==> src/hdl/p4td_pkg.sv <==
package p4td_pkg;

  localparam int unsigned RowCount  = 8;
  localparam int unsigned PixelBits = 4;
  localparam int unsigned RowBits   = $clog2(RowCount);
  localparam int unsigned PosBits   = 5;

  // One row of work handed from the front to the back.
  typedef struct packed {
    logic [7:0]         plane_0;
    logic [7:0]         plane_1;
    logic [7:0]         plane_2;
    logic [7:0]         plane_3;
    logic [RowBits-1:0] row;
  } row_job_t;

  typedef logic [PixelBits-1:0] pixel_t;

  // Pixel x takes bit (7 - x) of each plane, plane 0 in the lsb.
  function automatic pixel_t pixel_at(input row_job_t job, input logic [2:0] x);
    logic [2:0] b;
    b = 3'd7 - x;
    return {job.plane_3[b], job.plane_2[b], job.plane_1[b], job.plane_0[b]};
  endfunction

endpackage

==> src/hdl/p4td_byte_if.sv <==
interface p4td_byte_if;
  logic       valid;
  logic       ready;
  logic [7:0] data_byte;

  modport source (output valid, output data_byte, input ready);
  modport sink (input valid, input data_byte, output ready);
endinterface

==> src/hdl/p4td_row_if.sv <==
interface p4td_row_if;
  logic                    valid;
  logic                    ready;
  p4td_pkg::pixel_t        pixel_0;
  p4td_pkg::pixel_t        pixel_1;
  p4td_pkg::pixel_t        pixel_2;
  p4td_pkg::pixel_t        pixel_3;
  p4td_pkg::pixel_t        pixel_4;
  p4td_pkg::pixel_t        pixel_5;
  p4td_pkg::pixel_t        pixel_6;
  p4td_pkg::pixel_t        pixel_7;
  logic [2:0]              row_index;
  logic                    tile_done;

  modport source (
    output valid, output pixel_0, output pixel_1, output pixel_2, output pixel_3,
    output pixel_4, output pixel_5, output pixel_6, output pixel_7,
    output row_index, output tile_done, input ready
  );
  modport sink (
    input valid, input pixel_0, input pixel_1, input pixel_2, input pixel_3,
    input pixel_4, input pixel_5, input pixel_6, input pixel_7,
    input row_index, input tile_done, output ready
  );
endinterface

==> src/hdl/p4td_front.sv <==
module p4td_front (
  input  logic                clk_i,
  input  logic                rst_ni,
  p4td_byte_if.sink           byte_i,
  input  logic                q_full_i,
  output logic                push_o,
  output p4td_pkg::row_job_t  job_o
);

  logic [p4td_pkg::PosBits-1:0] pos_q, pos_d;
  logic [15:0]                  low_rows_q [p4td_pkg::RowCount];
  logic [7:0]                   plane_2_q;
  logic [p4td_pkg::RowBits-1:0] row;
  logic                         is_plane_3;
  logic                         accept;

  assign row        = pos_q[p4td_pkg::RowBits:1];
  assign is_plane_3 = pos_q[p4td_pkg::PosBits-1] & pos_q[0];
  // only the plane 3 byte needs queue room
  assign byte_i.ready = ~(is_plane_3 & q_full_i);
  assign accept       = byte_i.valid & byte_i.ready;
  assign pos_d        = pos_q + 1'b1;

  assign push_o        = accept & is_plane_3;
  assign job_o.plane_0 = low_rows_q[row][7:0];
  assign job_o.plane_1 = low_rows_q[row][15:8];
  assign job_o.plane_2 = plane_2_q;
  assign job_o.plane_3 = byte_i.data_byte;
  assign job_o.row     = row;

  always_ff @(posedge clk_i or negedge rst_ni) begin
    if (!rst_ni) begin
      pos_q <= '0;
    end else if (accept) begin
      pos_q <= pos_d;
    end
  end

  always_ff @(posedge clk_i) begin
    if (accept && !pos_q[p4td_pkg::PosBits-1]) begin
      if (!pos_q[0]) begin
        low_rows_q[row][7:0] <= byte_i.data_byte;
      end else begin
        low_rows_q[row][15:8] <= byte_i.data_byte;
      end
    end
    if (accept && pos_q[p4td_pkg::PosBits-1] && !pos_q[0]) begin
      plane_2_q <= byte_i.data_byte;
    end
  end

endmodule

==> src/hdl/p4td_queue.sv <==
module p4td_queue (
  input  logic                clk_i,
  input  logic                rst_ni,
  input  logic                push_i,
  input  p4td_pkg::row_job_t  job_i,
  output logic                full_o,
  input  logic                pop_i,
  output p4td_pkg::row_job_t  job_o,
  output logic                empty_o
);

  p4td_pkg::row_job_t slot_q [2];
  logic               wr_ptr_q, rd_ptr_q;
  logic [1:0]         cnt_q, cnt_d;

  assign full_o  = cnt_q[1];
  assign empty_o = (cnt_q == 2'd0);
  assign job_o   = slot_q[rd_ptr_q];

  always_comb begin
    cnt_d = cnt_q;
    if (push_i && !pop_i) begin
      cnt_d = cnt_q + 2'd1;
    end else if (pop_i && !push_i) begin
      cnt_d = cnt_q - 2'd1;
    end
  end

  always_ff @(posedge clk_i or negedge rst_ni) begin
    if (!rst_ni) begin
      wr_ptr_q <= 1'b0;
      rd_ptr_q <= 1'b0;
      cnt_q    <= 2'd0;
    end else begin
      if (push_i) wr_ptr_q <= ~wr_ptr_q;
      if (pop_i)  rd_ptr_q <= ~rd_ptr_q;
      cnt_q <= cnt_d;
    end
  end

  always_ff @(posedge clk_i) begin
    if (push_i) begin
      slot_q[wr_ptr_q] <= job_i;
    end
  end

endmodule

==> src/hdl/p4td_back.sv <==
module p4td_back (
  input  logic                clk_i,
  input  logic                rst_ni,
  input  logic                empty_i,
  input  p4td_pkg::row_job_t  job_i,
  output logic                pop_o,
  p4td_row_if.source          row_o
);

  logic                         valid_q;
  p4td_pkg::pixel_t             pix_q [8];
  logic [p4td_pkg::RowBits-1:0] row_q;
  logic                         done_q;

  assign pop_o = ~empty_i & (~valid_q | row_o.ready);

  always_ff @(posedge clk_i or negedge rst_ni) begin
    if (!rst_ni) begin
      valid_q <= 1'b0;
    end else if (pop_o) begin
      valid_q <= 1'b1;
    end else if (row_o.ready) begin
      valid_q <= 1'b0;
    end
  end

  always_ff @(posedge clk_i) begin
    if (pop_o) begin
      for (int x = 0; x < 8; x++) begin
        pix_q[x] <= p4td_pkg::pixel_at(job_i, 3'(x));
      end
      row_q  <= job_i.row;
      done_q <= &job_i.row;
    end
  end

  assign row_o.valid     = valid_q;
  assign row_o.pixel_0   = pix_q[0];
  assign row_o.pixel_1   = pix_q[1];
  assign row_o.pixel_2   = pix_q[2];
  assign row_o.pixel_3   = pix_q[3];
  assign row_o.pixel_4   = pix_q[4];
  assign row_o.pixel_5   = pix_q[5];
  assign row_o.pixel_6   = pix_q[6];
  assign row_o.pixel_7   = pix_q[7];
  assign row_o.row_index = row_q;
  assign row_o.tile_done = done_q;

endmodule

==> src/hdl/planar_4bpp_tile_decoder_unit.sv <==
// Planar 4bpp tile decoder.
// tile_byte_i: one tile byte per item, 32 items per 8x8 tile in planar order
//   (planes 0/1 interleaved per row, then planes 2/3 interleaved per row).
// pixel_row_o: one item per row, made when the row's plane 3 byte arrives:
//   eight 4-bit colour indices (leftmost first), row number, last-row flag.
// Throughput: one byte per cycle sustained; the front only stalls a plane 3
//   byte when the two-entry row queue is full.
// Path: an accepted plane 3 byte is written into the row queue, then moved
//   into the back's output register, which presents the row item.
// Receiver stall: the output register holds, the queue fills, and only then
//   is tile_byte_i.ready dropped on a plane 3 byte; other bytes keep flowing.
// Reset: byte position returns to the start of a tile, queue and output are
//   emptied. Row store contents are not cleared; each entry is written before
//   it is read within a tile.
module planar_4bpp_tile_decoder_unit (
  input  logic        clk_i,
  input  logic        rst_ni,
  p4td_byte_if.sink   tile_byte_i,
  p4td_row_if.source  pixel_row_o
);

  p4td_pkg::row_job_t push_job, head_job;
  logic               push, pop, q_full, q_empty;

  // front: byte position, plane 0/1 row store, plane 2 hold
  p4td_front u_front (
    .clk_i    (clk_i),
    .rst_ni   (rst_ni),
    .byte_i   (tile_byte_i),
    .q_full_i (q_full),
    .push_o   (push),
    .job_o    (push_job)
  );

  // decoupling queue between the two halves
  p4td_queue u_queue (
    .clk_i   (clk_i),
    .rst_ni  (rst_ni),
    .push_i  (push),
    .job_i   (push_job),
    .full_o  (q_full),
    .pop_i   (pop),
    .job_o   (head_job),
    .empty_o (q_empty)
  );

  // back: bit-plane merge into the output register
  p4td_back u_back (
    .clk_i   (clk_i),
    .rst_ni  (rst_ni),
    .empty_i (q_empty),
    .job_i   (head_job),
    .pop_o   (pop),
    .row_o   (pixel_row_o)
  );

endmodule

==> src/flat_wrapper.sv <==
// flat-port wrapper written by rule: the top's interface ports become plain ports
module planar_4bpp_tile_decoder_unit_flat 
  (clk_i, rst_ni, tile_byte_i_valid, tile_byte_i_data_byte, tile_byte_i_ready, pixel_row_o_valid, pixel_row_o_pixel_0, pixel_row_o_pixel_1, pixel_row_o_pixel_2, pixel_row_o_pixel_3, pixel_row_o_pixel_4, pixel_row_o_pixel_5, pixel_row_o_pixel_6, pixel_row_o_pixel_7, pixel_row_o_row_index, pixel_row_o_tile_done, pixel_row_o_ready);
  p4td_byte_if tile_byte_i_i ();
  p4td_row_if pixel_row_o_i ();
  input  logic clk_i;
  input  logic rst_ni;
  input wire logic [$bits(tile_byte_i_i.valid)-1:0] tile_byte_i_valid;
  input wire logic [$bits(tile_byte_i_i.data_byte)-1:0] tile_byte_i_data_byte;
  output wire logic [$bits(tile_byte_i_i.ready)-1:0] tile_byte_i_ready;
  output wire logic [$bits(pixel_row_o_i.valid)-1:0] pixel_row_o_valid;
  output wire logic [$bits(pixel_row_o_i.pixel_0)-1:0] pixel_row_o_pixel_0;
  output wire logic [$bits(pixel_row_o_i.pixel_1)-1:0] pixel_row_o_pixel_1;
  output wire logic [$bits(pixel_row_o_i.pixel_2)-1:0] pixel_row_o_pixel_2;
  output wire logic [$bits(pixel_row_o_i.pixel_3)-1:0] pixel_row_o_pixel_3;
  output wire logic [$bits(pixel_row_o_i.pixel_4)-1:0] pixel_row_o_pixel_4;
  output wire logic [$bits(pixel_row_o_i.pixel_5)-1:0] pixel_row_o_pixel_5;
  output wire logic [$bits(pixel_row_o_i.pixel_6)-1:0] pixel_row_o_pixel_6;
  output wire logic [$bits(pixel_row_o_i.pixel_7)-1:0] pixel_row_o_pixel_7;
  output wire logic [$bits(pixel_row_o_i.row_index)-1:0] pixel_row_o_row_index;
  output wire logic [$bits(pixel_row_o_i.tile_done)-1:0] pixel_row_o_tile_done;
  input wire logic [$bits(pixel_row_o_i.ready)-1:0] pixel_row_o_ready;
  assign tile_byte_i_i.valid = tile_byte_i_valid;
  assign tile_byte_i_i.data_byte = tile_byte_i_data_byte;
  assign tile_byte_i_ready = tile_byte_i_i.ready;
  assign pixel_row_o_valid = pixel_row_o_i.valid;
  assign pixel_row_o_pixel_0 = pixel_row_o_i.pixel_0;
  assign pixel_row_o_pixel_1 = pixel_row_o_i.pixel_1;
  assign pixel_row_o_pixel_2 = pixel_row_o_i.pixel_2;
  assign pixel_row_o_pixel_3 = pixel_row_o_i.pixel_3;
  assign pixel_row_o_pixel_4 = pixel_row_o_i.pixel_4;
  assign pixel_row_o_pixel_5 = pixel_row_o_i.pixel_5;
  assign pixel_row_o_pixel_6 = pixel_row_o_i.pixel_6;
  assign pixel_row_o_pixel_7 = pixel_row_o_i.pixel_7;
  assign pixel_row_o_row_index = pixel_row_o_i.row_index;
  assign pixel_row_o_tile_done = pixel_row_o_i.tile_done;
  assign pixel_row_o_i.ready = pixel_row_o_ready;
  planar_4bpp_tile_decoder_unit u_core (.clk_i(clk_i), .rst_ni(rst_ni), .tile_byte_i(tile_byte_i_i), .pixel_row_o(pixel_row_o_i));
endmodule
==> config.mk <==
export PLATFORM = sky130hd
export DESIGN_NAME = planar_4bpp_tile_decoder_unit_flat
export DESIGN_NICKNAME = d
export VERILOG_FILES = /design/src/hdl/p4td_pkg.sv /design/src/hdl/p4td_byte_if.sv /design/src/hdl/p4td_row_if.sv /design/src/hdl/p4td_front.sv /design/src/hdl/p4td_queue.sv /design/src/hdl/p4td_back.sv /design/src/hdl/planar_4bpp_tile_decoder_unit.sv /design/src/flat_wrapper.sv
export SDC_FILE = /design/constraint.sdc
export NUM_CORES = 1
export LEC_CHECK = 0
export BUFFER_PORTS_ARGS = -buffer_cell sky130_fd_sc_hd__buf_2
export CAP_MARGIN = 0
export CORE_ASPECT_RATIO = 0.6
export CORE_UTILIZATION = 60
export DETAILED_ROUTE_END_ITERATION = 6
export GPL_ROUTABILITY_DRIVEN = 1
export PLACE_DENSITY = 0.78
export SETUP_SLACK_MARGIN = 0.05
export SYNTH_ARGS = -nofsm -noshare
export SYNTH_HDL_FRONTEND = slang
export SYNTH_SLANG_ARGS = --single-unit
==> constraint.sdc <==
create_clock -name clk_i -period 3 [get_ports clk_i]
set_clock_uncertainty 0.1 [all_clocks]
set_input_delay 0.3 -clock clk_i [delete_from_list [all_inputs] [get_ports clk_i]]
set_output_delay 0.3 -clock clk_i [all_outputs]
set_load 0.01 [all_outputs]
==> results.sh, run 1 <==
export IMPL_outcome="finished, final reports clean"
export IMPL_slew_headroom=0.378
export IMPL_arrival_ps=2060
export IMPL_path_cells="nand2_1, nor2_1, buf_4"
export IMPL_path_buf_inv=1
export IMPL_die_area_um2=16100
export IMPL_critPathTopFamily="flip-flops"
export IMPL_start_util=0.629
export IMPL_sequentialPowerShare=0.486
export IMPL_drc=0
export IMPL_synthCells=408
export IMPL_hold_path_class="input port to flop"
export IMPL_path_max_fanout=19
export IMPL_p_clk_frac=0.299
export IMPL_finalWirelength_um=16000
export IMPL_synth_ff_type="edfxtp_1"
export IMPL_cap_violations=0
export IMPL_ant_nets=0
export IMPL_ys_seq_area_frac=0.805
export IMPL_tns_ps=0
export IMPL_clk_latency_ps=500
export IMPL_placed_area_um2=9940
export IMPL_synth_fp_nets=422
export IMPL_insertedDiodeCount=0
export IMPL_drive_gt1_frac=0.333
export IMPL_switching_power_mw=2.54
export IMPL_final_cell_mix="edfxtp_1, mux2_2, buf_2"
export IMPL_rows=34
export IMPL_grt_overflow_total=0
export IMPL_tritoncts="yes"
export IMPL_viasPerCell=5.84
export IMPL_p_sw_frac=0.256
export IMPL_rsz0062_at_grt="no"
export IMPL_p_per_area_nw_per_um2=923
export IMPL_clkSinkCount=252
export IMPL_clk_path_buf_depth=3
export IMPL_die_y_um=98.6
export IMPL_critPathRequiredTime_ps=3100
export IMPL_yosysWarnings=0
export IMPL_cp_start_kind="flop"
export IMPL_h_tree_depth=1
export IMPL_vias=4114
export IMPL_fp_coreArea_um2=14800
export IMPL_antenna_found_initial=2
export IMPL_finalHoldViolations=0
export IMPL_post_route_cell_area_um2=10700
export IMPL_path_clk_slew_ps=60
export IMPL_hold_buffers=2
export IMPL_io_buffer_count=49
export IMPL_worst_slack_ps=1040
export IMPL_wl_per_cell_um=22.7
export IMPL_numCtsBuffers=22
export IMPL_cpPeakStageDelay_ps=860
export IMPL_comb_power_share=0.216
export IMPL_fin_nets=505
export IMPL_dieWidth_um=163
export IMPL_cts_resized=0
export IMPL_clock_tree_root_cell="clkbuf_16"
export IMPL_synth_seq_cells=252
export IMPL_dr_pass1_iters=4
export IMPL_place_congestion=0.760
export IMPL_grt_pass1_wl_um=24200
export IMPL_post_route_min_period_ps=1960
export IMPL_syn_area_um2=9330
export IMPL_tightest_slew_ps=933
export IMPL_track_usage=0.210
export IMPL_fmax_mhz=510
export IMPL_layout_commonest_cell="edfxtp_1"
export IMPL_ir_worst_vdd_v=0.000601
export IMPL_drv_slew=0
export IMPL_avgSynthCellArea_um2=22.9
export IMPL_synth_edf_count=242
export IMPL_end_kind="flop"
export IMPL_pre_cts_slack_ps=1030
export IMPL_internal_power_mw=7.37
export IMPL_grt_pass1_vias=4085
export IMPL_finalSetupViolations=0
export IMPL_synthArstFlopShare=0.0397
export IMPL_num_io_pins=50
export IMPL_finish_utilization=0.723
export IMPL_path_class="flop to flop"
export IMPL_p_leak_nw=3.68
export IMPL_grt_max_degree=45
export IMPL_crit_slowest_cell="dfrtp_1"
export IMPL_dp_hpwl_um=9520
export IMPL_synthDistinctLibCells=25
export IMPL_initialDrtViolationCount=371
export IMPL_synthToLayoutAreaGrowth_pct=15.0
export IMPL_period_share=0.653
export IMPL_post_cts_setup_buffers=0
[tightest hold or removal path, cell delays in order]
cell and delay [ps]:
buf_2 150, nand3_1 110, xnor2_1 60
[layer usage]
metal | GRT usage | vias to the layer above | share of wire
li1 | - | 1835 | -
met1 | 0.324 | 2095 | 0.47
met2 | 0.317 | 160 | 0.44
met3 | 0.0442 | 24 | 0.078
met4 | 0.0431 | 0 | 0.015
met5 | 0 | - | 0
[through the flow]
step           hold WS (ps)  total power, mW  cells
2_1_floorplan         -95.6             6.33    408
3_3_place_gp           69.3             6.92    663
3_5_place_dp           73.8             7.01    663
4_1_cts                54.7             9.99    705
5_1_grt                82.3             10.3    705
6_report               72.5             9.91    705
[cell families (layout without fill, tap and decap cells)]
family	after synthesis	in the layout	share of synthesized area
flip-flops	252	252	0.805
AND/OR/NAND/NOR	42	42	0.0214
XOR/XNOR	7	7	0.00657
adder cells (fa/ha/maj)	2	2	0.00268
AO/OA/AOI/OAI	2	2	0.00134
buffers and inverters	18	117	0.0114
multiplexers	85	85	0.151
[path summary, 6_finish.rpt]
| kind | cells after the start | end | start | slack [ps] |
|---|---|---|---|---|
| worst max-delay path | 3 | u_core.u_front.low_rows_q[5][6] | u_core.u_front.pos_q[3] | 1040 |
| worst min-delay path | 3 | u_core.u_front.pos_q[2] | tile_byte_i_valid | 70 |
| worst max register to register | 3 | u_core.u_front.low_rows_q[5][6] | u_core.u_front.pos_q[3] | 1040 |
| worst min register to register | 0 | u_core.u_queue.slot_q[0][16] | u_core.u_front.plane_2_q[5] | 350 |
| max in group asynchronous | 2 | u_core.u_front.pos_q[1] | rst_ni | 2500 |
| min in group asynchronous | 2 | u_core.u_queue.cnt_q[0] | rst_ni | 90 |
[power by group through the flow]
stage	registers, mW	clock network, mW	logic (mW)
4_1_cts	4.82	3.01	2.16
3_5_place_dp	4.89	0	2.12
2_1_floorplan	4.85	0	1.48
6_report	4.81	2.96	2.14
5_1_grt	4.86	3.13	2.31
3_3_place_gp	4.86	0	2.06
[sequential cells by signal, summed over array words and instances (netlist names)]
signal,cells
u_core.u_queue.wr_ptr_q,1
u_core.u_front.low_rows_q,128
u_core.u_queue.cnt_q,2
u_core.u_back.row_o.row_index,3
u_core.u_front.pos_q,5
u_core.u_back.row_o.tile_done,1
u_core.u_back.pix_q,32
u_core.u_queue.slot_q,70
u_core.u_front.plane_2_q,8
u_core.u_queue.rd_ptr_q,1
u_core.u_back.row_o.valid,1
[cells in the mapped netlist (2+ instances only)]
| library cell | instances | area share |
|---|---|---|
| nand2b_1 | 3 | 0.0020 |
| clkbuf_1 | 5 | 0.0020 |
| nand2_1 | 7 | 0.0028 |
| mux2_2 | 53 | 0.064 |
| buf_2 | 7 | 0.0038 |
| xnor2_1 | 5 | 0.0047 |
| ha_1 | 2 | 0.0027 |
| mux4_2 | 7 | 0.017 |
| xor2_1 | 2 | 0.0019 |
| nand3_1 | 4 | 0.0021 |
| edfxtp_1 | 242 | 0.78 |
| nor2b_1 | 2 | 0.0013 |
| mux4_1 | 25 | 0.070 |
| dfrtp_1 | 10 | 0.027 |
| and2_1 | 2 | 0.0013 |
| nor3_1 | 4 | 0.0021 |
| buf_6 | 4 | 0.0048 |
| inv_1 | 2 | 0.00080 |
| nor2_1 | 16 | 0.0064 |
[cell type report]
| cell class | count | area, um^2 |
|---|---|---|
| Inverter | 2 | 7.51 |
| Sequential cell | 252 | 7520 |
| Fill cell | 830 | 4110 |
| Tap cell | 198 | 248 |
| Clock buffer | 31 | 656 |
| Clock inverter | 9 | 121 |
| Multi-Input combinational cell | 138 | 1710 |
| Timing Repair Buffer | 75 | 470 |
Power figures use the tool's default switching activity.
==> inputs of run 2 (changes only) <==
==> constraint.sdc (replaced) <==
create_clock -name clk_i -period 2 [get_ports clk_i]
set_clock_uncertainty 0.1 [all_clocks]
set_input_delay 0.2 -clock clk_i [delete_from_list [all_inputs] [get_ports clk_i]]
set_output_delay 0.2 -clock clk_i [all_outputs]
set_load 0.01 [all_outputs]
==> run 2 against run 1 <==
  * Non-clock buffer count up 18
  * Register-to-register slack worse by 940 ps
  * Clock power up 49%
  * Final cell count up 2.4%
  * Die area unchanged
  * Setup slack worse by 940 ps
  * Sequential cell count unchanged
  * Sequential share of layout area down 1.2 points
  * Wire length up 6.7%
  * Worst hold slack worse by 61 ps
==> results.sh, run 2 (synthesized netlist as in run 1, its figures left out) <==
export IMPL_rsz0062_at_grt="no"
export IMPL_finalWirelength_um=17100
export IMPL_ant_nets=0
export IMPL_cp_start_kind="flop"
export IMPL_p_per_area_nw_per_um2=1380
export IMPL_hold_path_class="input port to flop"
export IMPL_clk_path_buf_depth=3
export IMPL_worst_slack_ps=97.2
export IMPL_drive_gt1_frac=0.355
export IMPL_initialDrtViolationCount=378
export IMPL_grt_pass1_vias=4249
export IMPL_finalHoldViolations=0
export IMPL_insertedDiodeCount=0
export IMPL_ir_worst_vdd_v=0.00151
export IMPL_vias=4308
export IMPL_tritoncts="yes"
export IMPL_finalSetupViolations=0
export IMPL_cap_violations=0
export IMPL_fin_hold_ws_ps=11.9
export IMPL_cpPeakStageDelay_ps=600
export IMPL_path_max_fanout=24
export IMPL_tightest_slew_ps=498
export IMPL_place_congestion=0.756
export IMPL_rows=34
export IMPL_arrival_ps=2060
export IMPL_fin_nets=523
export IMPL_final_cell_mix="edfxtp_1, mux2_2, buf_2"
export IMPL_num_io_pins=50
export IMPL_dp_hpwl_um=10300
export IMPL_post_cts_setup_buffers=0
export IMPL_io_buffer_count=49
export IMPL_clk_latency_ps=500
export IMPL_grt_max_degree=37
export IMPL_start_util=0.629
export IMPL_slew_headroom=0.668
export IMPL_synthToLayoutAreaGrowth_pct=17.0
export IMPL_grt_pass1_wl_um=25800
export IMPL_layout_commonest_cell="edfxtp_1"
export IMPL_finish_utilization=0.736
export IMPL_fp_coreArea_um2=14800
export IMPL_die_y_um=98.6
export IMPL_track_usage=0.223
export IMPL_numCtsBuffers=22
export IMPL_dieWidth_um=163
export IMPL_largest_register_ffs=128
export IMPL_regMostFlops="u_core.u_front.low_rows_q"
export IMPL_critPathRequiredTime_ps=2160
export IMPL_h_tree_depth=1
export IMPL_pre_cts_slack_ps=107
export IMPL_die_area_um2=16100
export IMPL_wl_per_cell_um=23.6
export IMPL_crit_slowest_cell="mux4_1"
export IMPL_post_route_min_period_ps=1900
export IMPL_outcome="finished, final reports clean"
export IMPL_reg_top3="u_core.u_front.low_rows_q (128), u_core.u_queue.slot_q (70), u_core.u_back.pix_q (32)"
export IMPL_drc=0
export IMPL_fmax_mhz=526
export IMPL_viasPerCell=5.97
export IMPL_hold_buffers=7
export IMPL_clkSinkCount=252
export IMPL_path_cells="buf_12, mux4_1, mux2_2"
export IMPL_antenna_found_initial=1
export IMPL_dr_pass1_iters=5
export IMPL_path_class="flop to flop"
export IMPL_grt_overflow_total=0
export IMPL_cts_resized=0
export IMPL_p_leak_nw=3.77
export IMPL_period_share=0.951
export IMPL_clock_tree_root_cell="clkbuf_16"
export IMPL_drv_slew=0
export IMPL_end_kind="flop"
export IMPL_path_clk_slew_ps=70
## run 2: changes by cell type in the layout (fill, tap and decap cells not counted), sizes merged
cell         delta
clkinv          +4
buf            +13
dlygate4sd3     +5
clkbuf          -6
bufinv          +1
## run 2: layout make-up
class | count | area [um^2]
Tap cell | 198 | 248
Clock inverter | 14 | 174
Fill cell | 804 | 3930
Timing Repair Buffer | 93 | 656
Clock buffer | 25 | 583
Sequential cell | 252 | 7520
Inverter | 2 | 7.51
Multi-Input combinational cell | 138 | 1730
## run 2: power by group
part | internal (mW) | switching (mW)
combinational | 1.71 | 1.87
sequential | 6.82 | 0.287
clock | 2.61 | 1.79
## run 2: worst max-delay path, delay by kind of cell, from the launching register on
| family | cells | cell delay (ps) |
|---|---|---|
| buf+inv | 1 | 220 |
| flops | 1 | 430 |
| mux | 2 | 890 |
## run 2: final timing paths
| check | from | end | slack (ps) | depth (start not counted) |
|---|---|---|---|---|
| max in group asynchronous | rst_ni | u_core.u_front.pos_q[2] | 400 | 4 |
| worst max register to register | u_core.u_front.pos_q[1] | u_core.u_queue.slot_q[1][24] | 100 | 3 |
| worst min-delay path | tile_byte_i_data_byte[3] | u_core.u_front.low_rows_q[4][11] | 10 | 1 |
| worst max-delay path | u_core.u_front.pos_q[1] | u_core.u_queue.slot_q[1][24] | 100 | 3 |
| worst min register to register | u_core.u_front.plane_2_q[1] | u_core.u_queue.slot_q[0][12] | 350 | 0 |
| min in group asynchronous | rst_ni | u_core.u_front.pos_q[1] | 550 | 3 |
## run 2: layer usage
metal,share of wire,vias up,track usage
li1,-,1872,-
met4,0.012,0,0.0417
met3,0.067,22,0.0421
met2,0.46,167,0.334
met1,0.46,2247,0.351
met5,0,-,0
## run 2: per-stage QoR
step / instances / instance area (um^2) / setup TNS [ps] / total power, mW
final: 722 / 10900 / 0 / 15.1
after global routing: 722 / 10900 / 0 / 15.7
after CTS: 722 / 10900 / 0 / 15.2
after detailed placement: 676 / 10100 / 0 / 10.8
after global placement: 676 / 10100 / 0 / 10.6
after floorplan: 408 / 9360 / -3750 / 9.51
==> inputs of run 3 (changes only) <==
--- a/config.mk
+++ b/config.mk
@@ -7,7 +7,6 @@
 export LEC_CHECK = 0
 export BUFFER_PORTS_ARGS = -buffer_cell sky130_fd_sc_hd__buf_2
 export CAP_MARGIN = 0
-export CORE_ASPECT_RATIO = 0.6
 export CORE_UTILIZATION = 60
 export DETAILED_ROUTE_END_ITERATION = 6
 export GPL_ROUTABILITY_DRIVEN = 1
==> run 3 against run 2 <==
  * Final area barely moved
  * Setup slack got worse by 7.1 ps
  * Largest power group unchanged
  * Die area fell by 0.10%
  * Via count barely moved
  * Utilization fell by 1.7 points
  * Wire length rose by 2.0%
  * Global-route usage rose by 0.31 points
  * Critical path depth did not move
==> results.sh, run 3 (synthesized netlist as in run 1, its figures left out) <==
export IMPL_dpl_cell_count=663
export IMPL_die_area_um2=16100
export IMPL_regMostFlops="u_core.u_front.low_rows_q"
export IMPL_layout_commonest_cell="edfxtp_1"
export IMPL_worst_slack_ps=90.2
export IMPL_num_io_pins=50
export IMPL_end_kind="flop"
export IMPL_finalWirelength_um=17400
export IMPL_die_y_um=127
export IMPL_place_congestion=0.793
export IMPL_rsz0062_at_grt="no"
export IMPL_grt_pass1_vias=4453
export IMPL_outcome="finished, final reports clean"
export IMPL_placed_area_um2=10100
export IMPL_track_usage=0.226
export IMPL_fin_nets=519
export IMPL_finalSetupViolations=0
export IMPL_finish_utilization=0.718
export IMPL_clock_tree_root_cell="clkbuf_16"
export IMPL_clk_latency_ps=510
export IMPL_tritoncts="yes"
export IMPL_final_cell_mix="edfxtp_1, mux2_2, buf_2"
export IMPL_reg_top3="u_core.u_front.low_rows_q (128), u_core.u_queue.slot_q (70), u_core.u_back.pix_q (32)"
export IMPL_path_max_fanout=22
export IMPL_antenna_found_initial=1
export IMPL_critPathRequiredTime_ps=2150
export IMPL_grt_max_degree=37
export IMPL_path_cells="buf_12, mux4_1, mux2_2"
export IMPL_tns_ps=0
export IMPL_drive_gt1_frac=0.353
export IMPL_wl_per_cell_um=24.5
export IMPL_arrival_ps=2060
export IMPL_synthToLayoutAreaGrowth_pct=17.0
export IMPL_pre_cts_slack_ps=96.5
export IMPL_tightest_slew_ps=513
export IMPL_hold_path_class="input port to flop"
export IMPL_rows=45
export IMPL_initialDrtViolationCount=380
export IMPL_post_route_cell_area_um2=10900
export IMPL_dr_pass1_iters=5
export IMPL_grt_overflow_total=0
export IMPL_numCtsBuffers=23
export IMPL_dp_hpwl_um=9980
export IMPL_dieWidth_um=127
export IMPL_fp_coreArea_um2=15200
export IMPL_path_clk_slew_ps=70
export IMPL_p_leak_nw=3.78
export IMPL_start_util=0.614
export IMPL_fin_hold_ws_ps=30.3
export IMPL_clkSinkCount=252
export IMPL_ant_nets=0
export IMPL_slew_headroom=0.658
export IMPL_cap_violations=0
export IMPL_ir_worst_vdd_v=0.000671
export IMPL_grt_pass1_wl_um=26000
export IMPL_period_share=0.955
export IMPL_p_total_mw=15.3
export IMPL_cpPeakStageDelay_ps=630
export IMPL_p_per_area_nw_per_um2=1400
export IMPL_path_class="flop to flop"
export IMPL_h_tree_depth=1
export IMPL_final_cells=709
export IMPL_io_buffer_count=49
export IMPL_largest_register_ffs=128
export IMPL_cp_start_kind="flop"
export IMPL_vias=4304
export IMPL_post_cts_setup_buffers=0
export IMPL_post_route_min_period_ps=1910
export IMPL_fmax_mhz=524
export IMPL_clk_path_buf_depth=3
export IMPL_drc=0
export IMPL_viasPerCell=6.07
export IMPL_drv_slew=0
export IMPL_finalHoldViolations=0
export IMPL_crit_slowest_cell="mux4_1"
export IMPL_insertedDiodeCount=0
## run 3: changes by cell type in the layout (fill, tap and decap cells not counted)
cell,before,now
clkinv_4,1,2
bufinv_16,4,5
clkinv_2,3,1
inv_6,0,1
clkbuf_8,0,2
dlygate4sd3_1,7,5
clkbuf_1,2,4
buf_4,32,29
clkinv_1,4,3
clkinvlp_4,2,0
## run 3: final cells by class
type | count | area (um^2)
tap | 188 | 235
inverter | 2 | 7.51
multi-input combinational | 138 | 1730
fill | 830 | 4280
timing repair buffer | 88 | 613
clock inverter | 12 | 193
sequential | 252 | 7520
clock buffer | 29 | 618
## run 3: timing repair
item | in CTS | in global routing
hold buffers | 5 | 0
resized for setup | 0 | 0
hold endpoints to repair | 16 | 0
## run 3: critical path: cells and delay by family (launching register included)
family | cells | cell delay [ps]
multiplexers | 2 | 930
flip-flops | 1 | 410
buffers and inverters | 1 | 210
## run 3: metal layers
layer  up-vias  GRT usage  share of wire
li1       1873          -              -
met1      2197      0.302           0.40
met2       201      0.382           0.50
met3        31     0.0426          0.075
met4         2     0.0707          0.023
met5         -          0        0.00075
## run 3: report_power, final
part | switching [mW] | internal (mW)
registers | 0.344 | 6.82
clock network | 1.80 | 2.84
logic | 1.84 | 1.67
total | 3.98 | 11.3
## run 3: final timing paths
| kind | to | cells after the start | slack (ps) | start |
|---|---|---|---|---|
| setup / recovery | u_core.u_queue.slot_q[1][25] | 3 | 90 | u_core.u_front.pos_q[1] |
| hold / removal | u_core.u_front.low_rows_q[7][15] | 1 | 30 | tile_byte_i_data_byte[7] |
| setup reg to reg | u_core.u_queue.slot_q[1][25] | 3 | 90 | u_core.u_front.pos_q[1] |
| hold reg to reg | u_core.u_queue.slot_q[1][17] | 0 | 350 | u_core.u_front.plane_2_q[6] |
| max in group asynchronous | u_core.u_front.pos_q[1] | 3 | 860 | rst_ni |
| min in group asynchronous | u_core.u_queue.cnt_q[0] | 3 | 600 | rst_ni |
